**src/sv/aled_pkg.sv**
```systemverilog
// Shared types and constants for the addressable LED bit encoder.
`default_nettype none
package aled_pkg;

  localparam int unsigned ByteWidth      = 8;
  localparam int unsigned TickWidth      = 8;
  localparam int unsigned SymbolsPerByte = 8;
  localparam int unsigned SymIdxWidth    = $clog2(SymbolsPerByte);
  localparam int unsigned ApbAddrWidth   = 5;
  localparam int unsigned ApbDataWidth   = 32;
  localparam int unsigned RegIdxWidth    = 3;

  localparam logic [ByteWidth-1:0] BrightnessReset    = 8'd255;
  localparam logic [TickWidth-1:0] ZeroHighTicksReset = 8'd8;
  localparam logic [TickWidth-1:0] ZeroLowTicksReset  = 8'd17;
  localparam logic [TickWidth-1:0] OneHighTicksReset  = 8'd16;
  localparam logic [TickWidth-1:0] OneLowTicksReset   = 8'd9;

  localparam logic [SymIdxWidth-1:0] LastSymIdx = SymIdxWidth'(SymbolsPerByte - 1);

  typedef enum logic [RegIdxWidth-1:0] {
    REG_BRIGHTNESS = 3'd0,
    REG_ZERO_HIGH  = 3'd1,
    REG_ZERO_LOW   = 3'd2,
    REG_ONE_HIGH   = 3'd3,
    REG_ONE_LOW    = 3'd4
  } reg_idx_e;

  typedef struct packed {
    logic [ByteWidth-1:0] brightness;
    logic [TickWidth-1:0] zero_high_ticks;
    logic [TickWidth-1:0] zero_low_ticks;
    logic [TickWidth-1:0] one_high_ticks;
    logic [TickWidth-1:0] one_low_ticks;
  } cfg_t;

endpackage
`default_nettype wire

```
**src/sv/aled_byte_if.sv**
```systemverilog
// Valid/ready channel carrying colour bytes.
`default_nettype none
interface aled_byte_if;
  logic                            valid;
  logic                            ready;
  logic [aled_pkg::ByteWidth-1:0]  color_byte;
  logic                            last_byte;

  modport source (output valid, output color_byte, output last_byte, input ready);
  modport sink   (input valid, input color_byte, input last_byte, output ready);
endinterface
`default_nettype wire

```
**src/sv/aled_sym_if.sv**
```systemverilog
// Valid/ready channel carrying line symbols.
`default_nettype none
interface aled_sym_if;
  logic                            valid;
  logic                            ready;
  logic                            bit_value;
  logic [aled_pkg::TickWidth-1:0]  high_ticks;
  logic [aled_pkg::TickWidth-1:0]  low_ticks;
  logic                            byte_done;
  logic                            frame_done;

  modport source (output valid, output bit_value, output high_ticks, output low_ticks,
                  output byte_done, output frame_done, input ready);
  modport sink   (input valid, input bit_value, input high_ticks, input low_ticks,
                  input byte_done, input frame_done, output ready);
endinterface
`default_nettype wire

```
**src/sv/aled_cfg_regs.sv**
```systemverilog
// APB register block for brightness and symbol timing.
`default_nettype none
module aled_cfg_regs (
  input  wire logic                                clk_i,
  input  wire logic                                rst_ni,
  input  wire logic                                psel,
  input  wire logic                                penable,
  input  wire logic                                pwrite,
  input  wire logic [aled_pkg::ApbAddrWidth-1:0]   paddr,
  input  wire logic [aled_pkg::ApbDataWidth-1:0]   pwdata,
  output      logic [aled_pkg::ApbDataWidth-1:0]   prdata,
  output      logic                                pready,
  output      aled_pkg::cfg_t                      cfg_o
);

  aled_pkg::cfg_t   cfg_q, cfg_d;
  aled_pkg::reg_idx_e reg_idx;
  logic             wr_en;
  logic [aled_pkg::ByteWidth-1:0] wr_byte;

  assign pready  = 1'b1;
  assign wr_en   = psel & penable & pwrite;
  assign reg_idx = aled_pkg::reg_idx_e'(paddr[aled_pkg::ApbAddrWidth-1:2]);
  assign wr_byte = pwdata[aled_pkg::ByteWidth-1:0];

  always_comb begin
    cfg_d = cfg_q;
    if (wr_en) begin
      case (reg_idx)
        aled_pkg::REG_BRIGHTNESS: cfg_d.brightness      = wr_byte;
        aled_pkg::REG_ZERO_HIGH:  cfg_d.zero_high_ticks = wr_byte;
        aled_pkg::REG_ZERO_LOW:   cfg_d.zero_low_ticks  = wr_byte;
        aled_pkg::REG_ONE_HIGH:   cfg_d.one_high_ticks  = wr_byte;
        aled_pkg::REG_ONE_LOW:    cfg_d.one_low_ticks   = wr_byte;
        default: ;
      endcase
    end
  end

  always_comb begin
    prdata = '0;
    case (reg_idx)
      aled_pkg::REG_BRIGHTNESS: prdata[aled_pkg::ByteWidth-1:0] = cfg_q.brightness;
      aled_pkg::REG_ZERO_HIGH:  prdata[aled_pkg::TickWidth-1:0] = cfg_q.zero_high_ticks;
      aled_pkg::REG_ZERO_LOW:   prdata[aled_pkg::TickWidth-1:0] = cfg_q.zero_low_ticks;
      aled_pkg::REG_ONE_HIGH:   prdata[aled_pkg::TickWidth-1:0] = cfg_q.one_high_ticks;
      aled_pkg::REG_ONE_LOW:    prdata[aled_pkg::TickWidth-1:0] = cfg_q.one_low_ticks;
      default: prdata = '0;
    endcase
  end

  always_ff @(posedge clk_i or negedge rst_ni) begin
    if (!rst_ni) begin
      cfg_q.brightness      <= aled_pkg::BrightnessReset;
      cfg_q.zero_high_ticks <= aled_pkg::ZeroHighTicksReset;
      cfg_q.zero_low_ticks  <= aled_pkg::ZeroLowTicksReset;
      cfg_q.one_high_ticks  <= aled_pkg::OneHighTicksReset;
      cfg_q.one_low_ticks   <= aled_pkg::OneLowTicksReset;
    end else begin
      cfg_q <= cfg_d;
    end
  end

  assign cfg_o = cfg_q;

endmodule
`default_nettype wire

```
**src/sv/addressable_led_bit_encoder.sv**
```systemverilog
// Top level of the addressable LED bit encoder.
// Each accepted colour byte is scaled by brightness as (byte*(brightness+1))>>8 on the
// way into a one-byte holding register, then sent as eight symbols, most significant bit
// first, each carrying its bit and the high/low tick counts for that bit value; the
// eighth symbol flags byte_done, and frame_done when the byte closed the frame. The
// symbol channel sets the rate: each byte takes as long as the sink needs to accept its eight symbols.
// The holding register takes the next byte while the current one is still going out,
// so the sink sees symbols in every cycle across byte boundaries. Timing and brightness
// registers are written over APB and should only change while the encoder is idle.
`default_nettype none
module addressable_led_bit_encoder (
  input  wire logic                                clk_i,
  input  wire logic                                rst_ni,
  aled_byte_if.sink                                byte_i,
  aled_sym_if.source                               sym_o,
  input  wire logic                                psel,
  input  wire logic                                penable,
  input  wire logic                                pwrite,
  input  wire logic [aled_pkg::ApbAddrWidth-1:0]   paddr,
  input  wire logic [aled_pkg::ApbDataWidth-1:0]   pwdata,
  output      logic [aled_pkg::ApbDataWidth-1:0]   prdata,
  output      logic                                pready
);

  aled_pkg::cfg_t cfg;

  aled_cfg_regs u_cfg (
    .clk_i   (clk_i),
    .rst_ni  (rst_ni),
    .psel    (psel),
    .penable (penable),
    .pwrite  (pwrite),
    .paddr   (paddr),
    .pwdata  (pwdata),
    .prdata  (prdata),
    .pready  (pready),
    .cfg_o   (cfg)
  );

  // Holding stage: scaled byte waiting for the serializer.
  logic                              hold_valid_q, hold_valid_d;
  logic [aled_pkg::ByteWidth-1:0]    hold_byte_q;
  logic                              hold_last_q;
  // Serializer / output register.
  logic                              sym_valid_q, sym_valid_d;
  logic [aled_pkg::ByteWidth-1:0]    shift_q, shift_d;
  logic [aled_pkg::SymIdxWidth-1:0]  idx_q, idx_d;
  logic                              last_q, last_d;

  logic                              in_fire, out_fire, at_last_sym, load;
  logic [aled_pkg::ByteWidth:0]      bright_p1;
  logic [2*aled_pkg::ByteWidth:0]    product;
  logic [aled_pkg::ByteWidth-1:0]    scaled;

  assign bright_p1 = {1'b0, cfg.brightness} + (aled_pkg::ByteWidth+1)'(1);
  assign product   = (2*aled_pkg::ByteWidth+1)'(byte_i.color_byte)
                   * (2*aled_pkg::ByteWidth+1)'(bright_p1);
  assign scaled    = product[2*aled_pkg::ByteWidth-1:aled_pkg::ByteWidth];

  assign at_last_sym = (idx_q == aled_pkg::LastSymIdx);
  assign out_fire    = sym_valid_q & sym_o.ready;
  // Pull the held byte when the symbol register is free or finishing its eighth beat.
  assign load        = hold_valid_q & (~sym_valid_q | (out_fire & at_last_sym));
  assign byte_i.ready = ~hold_valid_q | load;
  assign in_fire     = byte_i.valid & byte_i.ready;

  assign hold_valid_d = in_fire | (hold_valid_q & ~load);

  always_comb begin
    sym_valid_d = sym_valid_q;
    shift_d     = shift_q;
    idx_d       = idx_q;
    last_d      = last_q;
    if (load) begin
      sym_valid_d = 1'b1;
      shift_d     = hold_byte_q;
      idx_d       = '0;
      last_d      = hold_last_q;
    end else if (out_fire) begin
      if (at_last_sym) begin
        sym_valid_d = 1'b0;
      end else begin
        shift_d = {shift_q[aled_pkg::ByteWidth-2:0], 1'b0};
        idx_d   = idx_q + aled_pkg::SymIdxWidth'(1);
      end
    end
  end

  always_ff @(posedge clk_i or negedge rst_ni) begin
    if (!rst_ni) begin
      hold_valid_q <= 1'b0;
      sym_valid_q  <= 1'b0;
      idx_q        <= '0;
    end else begin
      hold_valid_q <= hold_valid_d;
      sym_valid_q  <= sym_valid_d;
      idx_q        <= idx_d;
    end
  end

  always_ff @(posedge clk_i) begin
    if (in_fire) begin
      hold_byte_q <= scaled;
      hold_last_q <= byte_i.last_byte;
    end
    shift_q <= shift_d;
    last_q  <= last_d;
  end

  assign sym_o.valid      = sym_valid_q;
  assign sym_o.bit_value  = shift_q[aled_pkg::ByteWidth-1];
  assign sym_o.high_ticks = shift_q[aled_pkg::ByteWidth-1] ? cfg.one_high_ticks
                                                           : cfg.zero_high_ticks;
  assign sym_o.low_ticks  = shift_q[aled_pkg::ByteWidth-1] ? cfg.one_low_ticks
                                                           : cfg.zero_low_ticks;
  assign sym_o.byte_done  = at_last_sym;
  assign sym_o.frame_done = at_last_sym & last_q;

`ifndef ASSERT_OFF
  a_idx_advance: assert property (@(posedge clk_i) disable iff (!rst_ni)
    (out_fire && !at_last_sym && !load) |=>
      (sym_valid_q && idx_q == aled_pkg::SymIdxWidth'($past(idx_q) + 1'b1)))
    else $error("symbol index did not advance after a beat");

  a_load_restart: assert property (@(posedge clk_i) disable iff (!rst_ni)
    load |=> (sym_valid_q && idx_q == '0))
    else $error("byte load did not restart at the first symbol");

  a_hold_kept: assert property (@(posedge clk_i) disable iff (!rst_ni)
    (hold_valid_q && !load) |=> (hold_valid_q && $stable(hold_byte_q)))
    else $error("held byte lost before it reached the serializer");

  a_no_mid_byte_load: assert property (@(posedge clk_i) disable iff (!rst_ni)
    (sym_valid_q && !at_last_sym) |-> !load)
    else $error("new byte loaded in the middle of a byte");
`endif

endmodule
`default_nettype wire
```
**src/flat_wrapper.sv**
```systemverilog
// flat-port wrapper written by rule: the top's interface ports become plain ports
module addressable_led_bit_encoder_flat 
  (clk_i, rst_ni, psel, penable, pwrite, paddr, pwdata, prdata, pready, byte_i_valid, byte_i_color_byte, byte_i_last_byte, byte_i_ready, sym_o_valid, sym_o_bit_value, sym_o_high_ticks, sym_o_low_ticks, sym_o_byte_done, sym_o_frame_done, sym_o_ready);
  aled_byte_if byte_i_i ();
  aled_sym_if sym_o_i ();
  input  wire logic clk_i;
  input  wire logic rst_ni;
  input  wire logic psel;
  input  wire logic penable;
  input  wire logic pwrite;
  input  wire logic [aled_pkg::ApbAddrWidth-1:0] paddr;
  input  wire logic [aled_pkg::ApbDataWidth-1:0] pwdata;
  output      logic [aled_pkg::ApbDataWidth-1:0] prdata;
  output      logic pready;
  input wire logic [$bits(byte_i_i.valid)-1:0] byte_i_valid;
  input wire logic [$bits(byte_i_i.color_byte)-1:0] byte_i_color_byte;
  input wire logic [$bits(byte_i_i.last_byte)-1:0] byte_i_last_byte;
  output wire logic [$bits(byte_i_i.ready)-1:0] byte_i_ready;
  output wire logic [$bits(sym_o_i.valid)-1:0] sym_o_valid;
  output wire logic [$bits(sym_o_i.bit_value)-1:0] sym_o_bit_value;
  output wire logic [$bits(sym_o_i.high_ticks)-1:0] sym_o_high_ticks;
  output wire logic [$bits(sym_o_i.low_ticks)-1:0] sym_o_low_ticks;
  output wire logic [$bits(sym_o_i.byte_done)-1:0] sym_o_byte_done;
  output wire logic [$bits(sym_o_i.frame_done)-1:0] sym_o_frame_done;
  input wire logic [$bits(sym_o_i.ready)-1:0] sym_o_ready;
  assign byte_i_i.valid = byte_i_valid;
  assign byte_i_i.color_byte = byte_i_color_byte;
  assign byte_i_i.last_byte = byte_i_last_byte;
  assign byte_i_ready = byte_i_i.ready;
  assign sym_o_valid = sym_o_i.valid;
  assign sym_o_bit_value = sym_o_i.bit_value;
  assign sym_o_high_ticks = sym_o_i.high_ticks;
  assign sym_o_low_ticks = sym_o_i.low_ticks;
  assign sym_o_byte_done = sym_o_i.byte_done;
  assign sym_o_frame_done = sym_o_i.frame_done;
  assign sym_o_i.ready = sym_o_ready;
  addressable_led_bit_encoder u_core (.clk_i(clk_i), .rst_ni(rst_ni), .byte_i(byte_i_i), .sym_o(sym_o_i), .psel(psel), .penable(penable), .pwrite(pwrite), .paddr(paddr), .pwdata(pwdata), .prdata(prdata), .pready(pready));
endmodule
```
**config.mk**
```make
export PLATFORM = sky130hd
export DESIGN_NAME = addressable_led_bit_encoder_flat
export DESIGN_NICKNAME = d
export VERILOG_FILES = /design/src/sv/aled_pkg.sv /design/src/sv/aled_byte_if.sv /design/src/sv/aled_sym_if.sv /design/src/sv/aled_cfg_regs.sv /design/src/sv/addressable_led_bit_encoder.sv /design/src/flat_wrapper.sv
export SDC_FILE = /design/constraint.sdc
export NUM_CORES = 1
export LEC_CHECK = 0
export ABC_CLOCK_PERIOD_IN_PS = 6600
export BUFFER_PORTS_ARGS = -buffer_cell sky130_fd_sc_hd__buf_2
export CAP_MARGIN = 20
export CORE_UTILIZATION = 41
export CTS_CLUSTER_SIZE = 16
export DETAILED_ROUTE_END_ITERATION = 10
export HOLD_SLACK_MARGIN = 0.06
export PLACE_DENSITY_LB_ADDON = 0.08
export SLEW_MARGIN = 5
export SYNTH_ARGS = -nofsm -noshare
export SYNTH_HDL_FRONTEND = slang
export SYNTH_HIERARCHICAL = 1
export SYNTH_SLANG_ARGS = --single-unit
```
**constraint.sdc**
```tcl
create_clock -name clk_i -period 6.6 [get_ports clk_i]
set_input_delay 1.32 -clock clk_i [delete_from_list [all_inputs] [get_ports clk_i]]
set_output_delay 1.32 -clock clk_i [all_outputs]
set_load 0.01 [all_outputs]
```
==> results.sh, run 1 <==
export IMPL_critPathLaunchType="flip-flop"
export IMPL_period_share=0.866
export IMPL_hold_viol=0
export IMPL_grt_pass1_vias=4026
export IMPL_ys_flop_type="dfrtp_1"
export IMPL_pre_cts_ws_ns=0.842
export IMPL_max_vdd_ir_drop_v=0.000144
export IMPL_yosysWarnings=6
export IMPL_grt_setup_unrepaired="no"
export IMPL_numCtsBuffers=9
export IMPL_power_density_nw_per_um2=363
export IMPL_std_cell_rows=42
export IMPL_critPathLaunch="u_core/u_cfg/cfg_o[32]"
export IMPL_finalSetupViolCount=0
export IMPL_avgRoutedWirePerCell_um=16.0
export IMPL_coreArea_sq_um=13200
export IMPL_synth_common_cells="mux2_2 (57), inv_1 (51), fa_1 (40)"
export IMPL_synth_area_leaders="fa_1 (14%), dfrtp_1 (14%), mux2_2 (12%)"
export IMPL_antenna_cells_inserted=0
export IMPL_final_fill_count=1263
export IMPL_die_w_um=118
export IMPL_cts_setup_buffers=0
export IMPL_nets=690
export IMPL_arrival_ns=5.76
export IMPL_post_route_cell_area_sq_um=6190
export IMPL_status="finished, final reports clean"
export IMPL_grt_overflow=0
export IMPL_drive_gt1_frac=0.296
export IMPL_synth_area_mux_share=0.138
export IMPL_io_buffer_count=55
export IMPL_cts_tree="built"
export IMPL_track_usage=0.184
export IMPL_ys_ff_latch=63
export IMPL_synth_compound_area_frac=0.0703
export IMPL_synth_edf_count=18
export IMPL_slew_viol_final=0
export IMPL_die_y_um=118
export IMPL_skew_ns=0.00950
export IMPL_synth_top_family_by_area="adder cells"
export IMPL_place_hpwl_mm=8.85
export IMPL_layout_min_cycle_time_ns=5.71
export IMPL_fin_ws_ns=0.887
export IMPL_power_leakage_uw=0.00294
export IMPL_cp_end_kind="flip-flop"
export IMPL_fin_tns_setup_ns=0
export IMPL_start_util=0.419
export IMPL_ys_seq_area_frac=0.304
export IMPL_placed_cell_area_sq_um=5870
export IMPL_antenna_found_initial=0
export IMPL_vias=3747
export IMPL_hold_path_startpoint="u_core/hold_last_q"
export IMPL_clock_sinks=63
export IMPL_grt_max_degree=46
export IMPL_globalplace_congestion=0.796
export IMPL_synthDistinctLibCells=57
export IMPL_drt_iter0_markers=138
export IMPL_post_cts_resized=0
export IMPL_dieArea_sq_um=14000
export IMPL_clk_path_buf_depth=2
export IMPL_synthSimpleGateAreaFrac=0.156
export IMPL_yosysTopAreaCell="fa_1"
export IMPL_syn_area_sq_um=5530
export IMPL_worstMarginPinSlew_ns=0.990
export IMPL_routed_wl_mm=11.9
export IMPL_async_flop_share=0.714
export IMPL_timing_rr_start="u_core/u_cfg/cfg_o[32]"
export IMPL_worstSetupPathType="reg2reg"
export IMPL_crit_fanout=12
export IMPL_min_path_type="reg2reg"
export IMPL_clk_pin_slew_ns=0.06
export IMPL_h_tree_depth=3
export IMPL_drcViolationCount=0
export IMPL_io_pins=107
export IMPL_grt_pass1_wl_mm=20.3
export IMPL_cts_root_buf="clkbuf_16"
export IMPL_max_slew_margin_rel=0.338
export IMPL_insertion_delay_ns=0.32
export IMPL_synth_xor_area_share=0.0253
export IMPL_synthAdderAreaFrac=0.224
export IMPL_synth_most_common_cell="mux2_2"
export IMPL_via_per_inst=5.04
export IMPL_required_ns=6.65
export IMPL_postRouteAntennaNets=0
export IMPL_clock_fmax_mhz=175
export IMPL_synthCells=506
export IMPL_syn_avg_cell_area_sq_um=10.9
export IMPL_cap_violations=0
export IMPL_hold_buffers=0
export IMPL_drt_pass1_iter_count=6
export IMPL_area_growth_synth_to_final_pct=11.9
export IMPL_yosysTopAreaCellShare=0.145
through the flow:
step | total power, uW | instances | hold slack, ns | utilization
floorplan | 1500 | 529 | 0.400 | -
global placement | 1760 | 727 | 0.431 | 0.445
detailed placement | 1770 | 727 | 0.428 | 0.445
CTS | 2280 | 743 | 0.443 | 0.469
global route | 2470 | 743 | 0.454 | 0.469
finish | 2250 | 743 | 0.435 | 0.469
flip-flops by register name, indices dropped and copies added (netlist names):
| register | flops |
|---|---|
| u_core/hold_valid_q | 1 |
| u_core/sym_o.valid | 1 |
| u_core/hold_last_q | 1 |
| u_core/idx_q | 3 |
| u_core/hold_byte_q | 8 |
| u_core/last_q | 1 |
| u_core/shift_q | 8 |
| u_core/u_cfg/cfg_o | 40 |
placed cells by master, fill, tap and decap left out, types with 5 or more instances in the layout:
cell | synthesis | layout
nand2_1 | 37 | 37
dfrtp_1 | 31 | 31
fa_1 | 40 | 40
a22oi_1 | 8 | 8
a32oi_1 | 9 | 9
nand2b_1 | 11 | 11
a21oi_1 | 7 | 7
a22o_1 | 6 | 6
and2_1 | 26 | 26
ha_1 | 35 | 35
inv_1 | 51 | 51
xnor2_1 | 11 | 11
xor2_1 | 5 | 5
mux2_2 | 57 | 57
o21ai_0 | 11 | 11
mux2_4 | 8 | 8
clkbuf_16 | 0 | 10
edfxtp_1 | 18 | 18
buf_2 | 1 | 55
nor2_1 | 9 | 9
dfstp_2 | 14 | 14
nor2b_1 | 32 | 32
conb_1 | 2 | 25
nand3_1 | 6 | 6
area by class of cell:
type / count / area (sq um) / area share
clock inverter: 6 / 67.6 / 0.0109
inverter: 53 / 199 / 0.0321
tap: 176 / 220 / 0.0356
multi-input combinational: 379 / 3490 / 0.563
clock buffer: 10 / 250 / 0.0404
timing repair buffer: 56 / 283 / 0.0457
sequential: 63 / 1680 / 0.272
final timing paths:
path | end | slack [ns] | cells after the start
setup / recovery | u_core/hold_byte_q[6] | 0.89 | 16
hold reg to reg | u_core/last_q | 0.43 | 0
setup reg to reg | u_core/hold_byte_q[6] | 0.89 | 16
hold / removal | u_core/last_q | 0.43 | 0
min in group asynchronous | u_core/idx_q[1] | 1.07 | 2
max in group asynchronous | u_core/u_cfg/cfg_o[18] | 5.11 | 2
where the power goes:
part	internal, uW	switching (uW)
sequential	517	63.6
clock	316	177
combinational	535	637
total	1370	877
layer usage:
metal,global-route usage,part of all wire,up-vias
li1,-,-,1789
met2,0.324,0.50,68
met3,0.0294,0.033,2
met5,0,0,-
met1,0.238,0.46,1888
met4,0.0369,0.0031,0
cell families after synthesis:
| group | count (synthesis) |
|---|---|
| AND/OR/NAND/NOR | 144 |
| buffers and inverters | 87 |
| adder cells (fa/ha/maj) | 75 |
| multiplexers | 65 |
| flip-flops | 63 |
| AO/OA/AOI/OAI | 54 |
| XOR/XNOR | 16 |
| other | 2 |
worst max-delay path: stages (launching register included):
cell and delay [ns]:
dfstp_2 0.71, ha_1 0.24, nand3_1 0.15, xor2_1 0.68
nor2b_1 0.15, fa_1 0.53, inv_1 0.05, fa_1 0.47
inv_1 0.05, fa_1 0.51, fa_1 0.49, ha_1 0.25
or4_1 0.47, a31o_1 0.24, and3_4 0.19, o21ai_1 0.13
a31oi_1 0.12
Note: power is estimated with default switching activity, not from simulation.
==> run 2: changes to the inputs <==
--- a/config.mk
+++ b/config.mk
@@ -5,8 +5,7 @@
 export SDC_FILE = /design/constraint.sdc
 export NUM_CORES = 1
 export LEC_CHECK = 0
-export ABC_CLOCK_PERIOD_IN_PS = 6600
-export BUFFER_PORTS_ARGS = -buffer_cell sky130_fd_sc_hd__buf_2
+export BUFFER_PORTS_ARGS = -buffer_cell sky130_fd_sc_hd__clkbuf_2
 export CAP_MARGIN = 20
 export CORE_UTILIZATION = 41
 export CTS_CLUSTER_SIZE = 16
@@ -16,5 +15,4 @@
 export SLEW_MARGIN = 5
 export SYNTH_ARGS = -nofsm -noshare
 export SYNTH_HDL_FRONTEND = slang
-export SYNTH_HIERARCHICAL = 1
 export SYNTH_SLANG_ARGS = --single-unit
==> run 2 against run 1 <==
  * Clock skew fell by 0.0044 ns
  * Core utilization rose by 1.2 points
  * Clock power barely moved
  * Critical path type unchanged
  * Sequential power fell by 0.9%
  * Non-clock buffer count rose by 6
  * Register-to-register slack barely moved
  * Routed wire length rose by 0.29%
  * Global-route usage fell by 0.18 points
  * Worst setup slack improved by 0.014 ns
  * Worst hold slack got worse by 0.016 ns
  * Cell area fell by 0.20%
==> results.sh, run 2 <==
export IMPL_status="finished, final reports clean"
export IMPL_ys_flop_type="dfrtp_1"
export IMPL_min_path_cells=0
export IMPL_largest_reg_flops=40
export IMPL_synth_area_leaders="fa_1 (15%), dfrtp_1 (14%), mux2_1 (12%)"
export IMPL_power_uw=2350
export IMPL_arrival_ns=5.77
export IMPL_globalplace_congestion=0.792
export IMPL_finalSetupViolCount=0
export IMPL_yosysWarnings=0
export IMPL_yosysTopAreaCellShare=0.146
export IMPL_timing_rr_start="u_core.u_cfg.cfg_o[33]"
export IMPL_synthDistinctLibCells=51
export IMPL_hold_viol=0
export IMPL_ys_seq_area_frac=0.308
export IMPL_final_common_cell="mux2_1"
export IMPL_skew_ns=0.00508
export IMPL_die_w_um=118
export IMPL_max_vdd_ir_drop_v=0.000189
export IMPL_vias=3794
export IMPL_drcViolationCount=0
export IMPL_antenna_found_initial=0
export IMPL_layout_common_cells="mux2_1 (57), clkbuf_2 (55), inv_1 (50)"
export IMPL_layout_min_cycle_time_ns=5.70
export IMPL_critPathLaunchType="flip-flop"
export IMPL_dieArea_sq_um=13800
export IMPL_syn_area_sq_um=5470
export IMPL_via_per_inst=5.07
export IMPL_clock_fmax_mhz=175
export IMPL_hold_end="u_core.last_q"
export IMPL_avgRoutedWirePerCell_um=15.9
export IMPL_slew_viol_final=0
export IMPL_grt_overflow=0
export IMPL_drt_iter0_markers=162
export IMPL_max_slew_margin_rel=0.367
export IMPL_nets=700
export IMPL_pwr_share_comb=0.544
export IMPL_sw_frac_of_total=0.406
export IMPL_pre_cts_ws_ns=0.893
export IMPL_grt_pass1_vias=3906
export IMPL_h_tree_depth=3
export IMPL_clk_pin_slew_ns=0.05
export IMPL_grt_max_degree=46
export IMPL_yosysTopAreaCell="fa_1"
export IMPL_r2r_worst_path_cells=17
export IMPL_insertion_delay_ns=0.33
export IMPL_power_leakage_uw=0.00294
export IMPL_min_path_type="reg2reg"
export IMPL_io_pins=107
export IMPL_postRouteAntennaNets=0
export IMPL_cts_tree="built"
export IMPL_worstSetupPathType="reg2reg"
export IMPL_syn_avg_cell_area_sq_um=10.7
export IMPL_required_ns=6.67
export IMPL_place_hpwl_mm=9.05
export IMPL_clockPowerShare=0.211
export IMPL_std_cell_rows=41
export IMPL_r2r_slack_ns=0.90
export IMPL_crit_fanout=8
export IMPL_r2r_end="u_core.hold_byte_q[3]"
export IMPL_hold_path_startpoint="u_core.hold_last_q"
export IMPL_clk_path_buf_depth=2
export IMPL_fin_util=0.482
export IMPL_coreArea_sq_um=12800
export IMPL_grt_pass1_wl_mm=19.7
export IMPL_die_y_um=118
export IMPL_cap_violations=0
export IMPL_worstMarginPinSlew_ns=0.946
export IMPL_internal_power_uw=1390
export IMPL_cts_setup_buffers=0
export IMPL_synth_common_cells="mux2_1 (57), inv_1 (50), fa_1 (40), nand2_1 (40), ha_1 (35)"
export IMPL_post_cts_resized=0
export IMPL_fin_tns_setup_ns=0
export IMPL_drive_gt1_frac=0.191
export IMPL_clock_sinks=63
export IMPL_synthCells=513
export IMPL_cts_root_buf="clkbuf_16"
export IMPL_start_util=0.427
export IMPL_drt_pass1_iter_count=4
export IMPL_numCtsBuffers=9
export IMPL_routed_wl_mm=11.9
export IMPL_ys_ff_latch=63
export IMPL_track_usage=0.182
export IMPL_synth_most_common_cell="mux2_1"
export IMPL_cp_end_kind="flip-flop"
export IMPL_period_share=0.864
export IMPL_critPathLaunch="u_core.u_cfg.cfg_o[33]"
export IMPL_antenna_cells_inserted=0
export IMPL_grt_setup_unrepaired="no"
export IMPL_seq_power_share=0.246
export IMPL_synth_edf_count=18
export IMPL_hold_buffers=0
export IMPL_power_density_nw_per_um2=380
export IMPL_power_switching_uw=953
export IMPL_io_buffer_count=55
export IMPL_fin_ws_ns=0.900
export IMPL_area_growth_synth_to_final_pct=12.9
export IMPL_async_flop_share=0.714
==> run 2: changes by cell type after synthesis, moves of 6 or more <==
cell,change
clkbuf_1,+10
mux2_4,-8
nor2_1,+6
a22oi_1,+6
a32oi_1,-8
mux2_2,-50
o21ai_0,-7
o22ai_1,+7
mux2_1,+57
==> run 2: worst max path at each step <==
stage | end | cells after the start
5_1_grt | u_core.hold_byte_q[3] | 17
3_5_place_dp | u_core.hold_byte_q[3] | 17
3_3_place_gp | u_core.hold_byte_q[3] | 17
6_report | u_core.hold_byte_q[3] | 17
2_1_floorplan | u_core.hold_byte_q[3] | 17
4_1_cts | u_core.hold_byte_q[3] | 17
==> run 2: through the flow <==
stage / instances / hold WS (ns) / instance area [sq um]
floorplan: 536 / 0.400 / 5560
global placement: 733 / 0.403 / 5870
detailed placement: 733 / 0.409 / 5870
CTS: 749 / 0.422 / 6180
global route: 749 / 0.439 / 6180
finish: 749 / 0.419 / 6180
==> run 2: metal layers <==
metal / global-route usage / up-vias / part of all wire
li1: - / 1799 / -
met1: 0.234 / 1913 / 0.47
met2: 0.314 / 73 / 0.49
met3: 0.0281 / 9 / 0.026
met4: 0.0601 / 0 / 0.014
met5: 0 / - / 0
==> run 2: logic make-up (layout without fill, tap and decap cells) <==
logic type,Yosys count,count (layout),synth area share
and+or+nand+nor,151,151,0.157
buffers and inverters,89,130,0.0785
AOI/OAI and AO/OA,51,51,0.0659
other,2,25,0.00137
xor gates and xnor gates,16,16,0.0256
adders and majority gates,75,75,0.226
muxes,66,66,0.138
DFF,63,63,0.308
==> run 2: worst max-delay path, stage by stage (launching register included) <==
cell and delay [ns]:
dfstp_2 0.56, ha_1 0.19, nand3_1 0.13, nor2_1 0.15, xor2_1 0.60, nand2_1 0.15
fa_1 0.50, inv_1 0.06, fa_1 0.46, fa_1 0.54, inv_1 0.05, fa_1 0.53
inv_1 0.05, ha_1 0.43, nand4_4 0.15, nor3b_4 0.26, mux2i_1 0.10, or4_1 0.52
==> run 2: layout make-up <==
class / instances / area [sq um]
fillers: 1216 / 6650
multi-input cells: 384 / 3440
flip-flops and latches: 63 / 1680
repair buffers: 62 / 328
clock buffers: 9 / 225
well taps: 172 / 215
inverters: 52 / 195
clock inverters: 7 / 87.6
==> run 2: power by group through the flow <==
stage	logic [uW]	registers [uW]	clock network (uW)
detailed placement	1290	581	0
global placement	1260	578	0
global route	1440	584	522
floorplan	985	557	0
finish	1280	576	495
CTS	1300	575	505
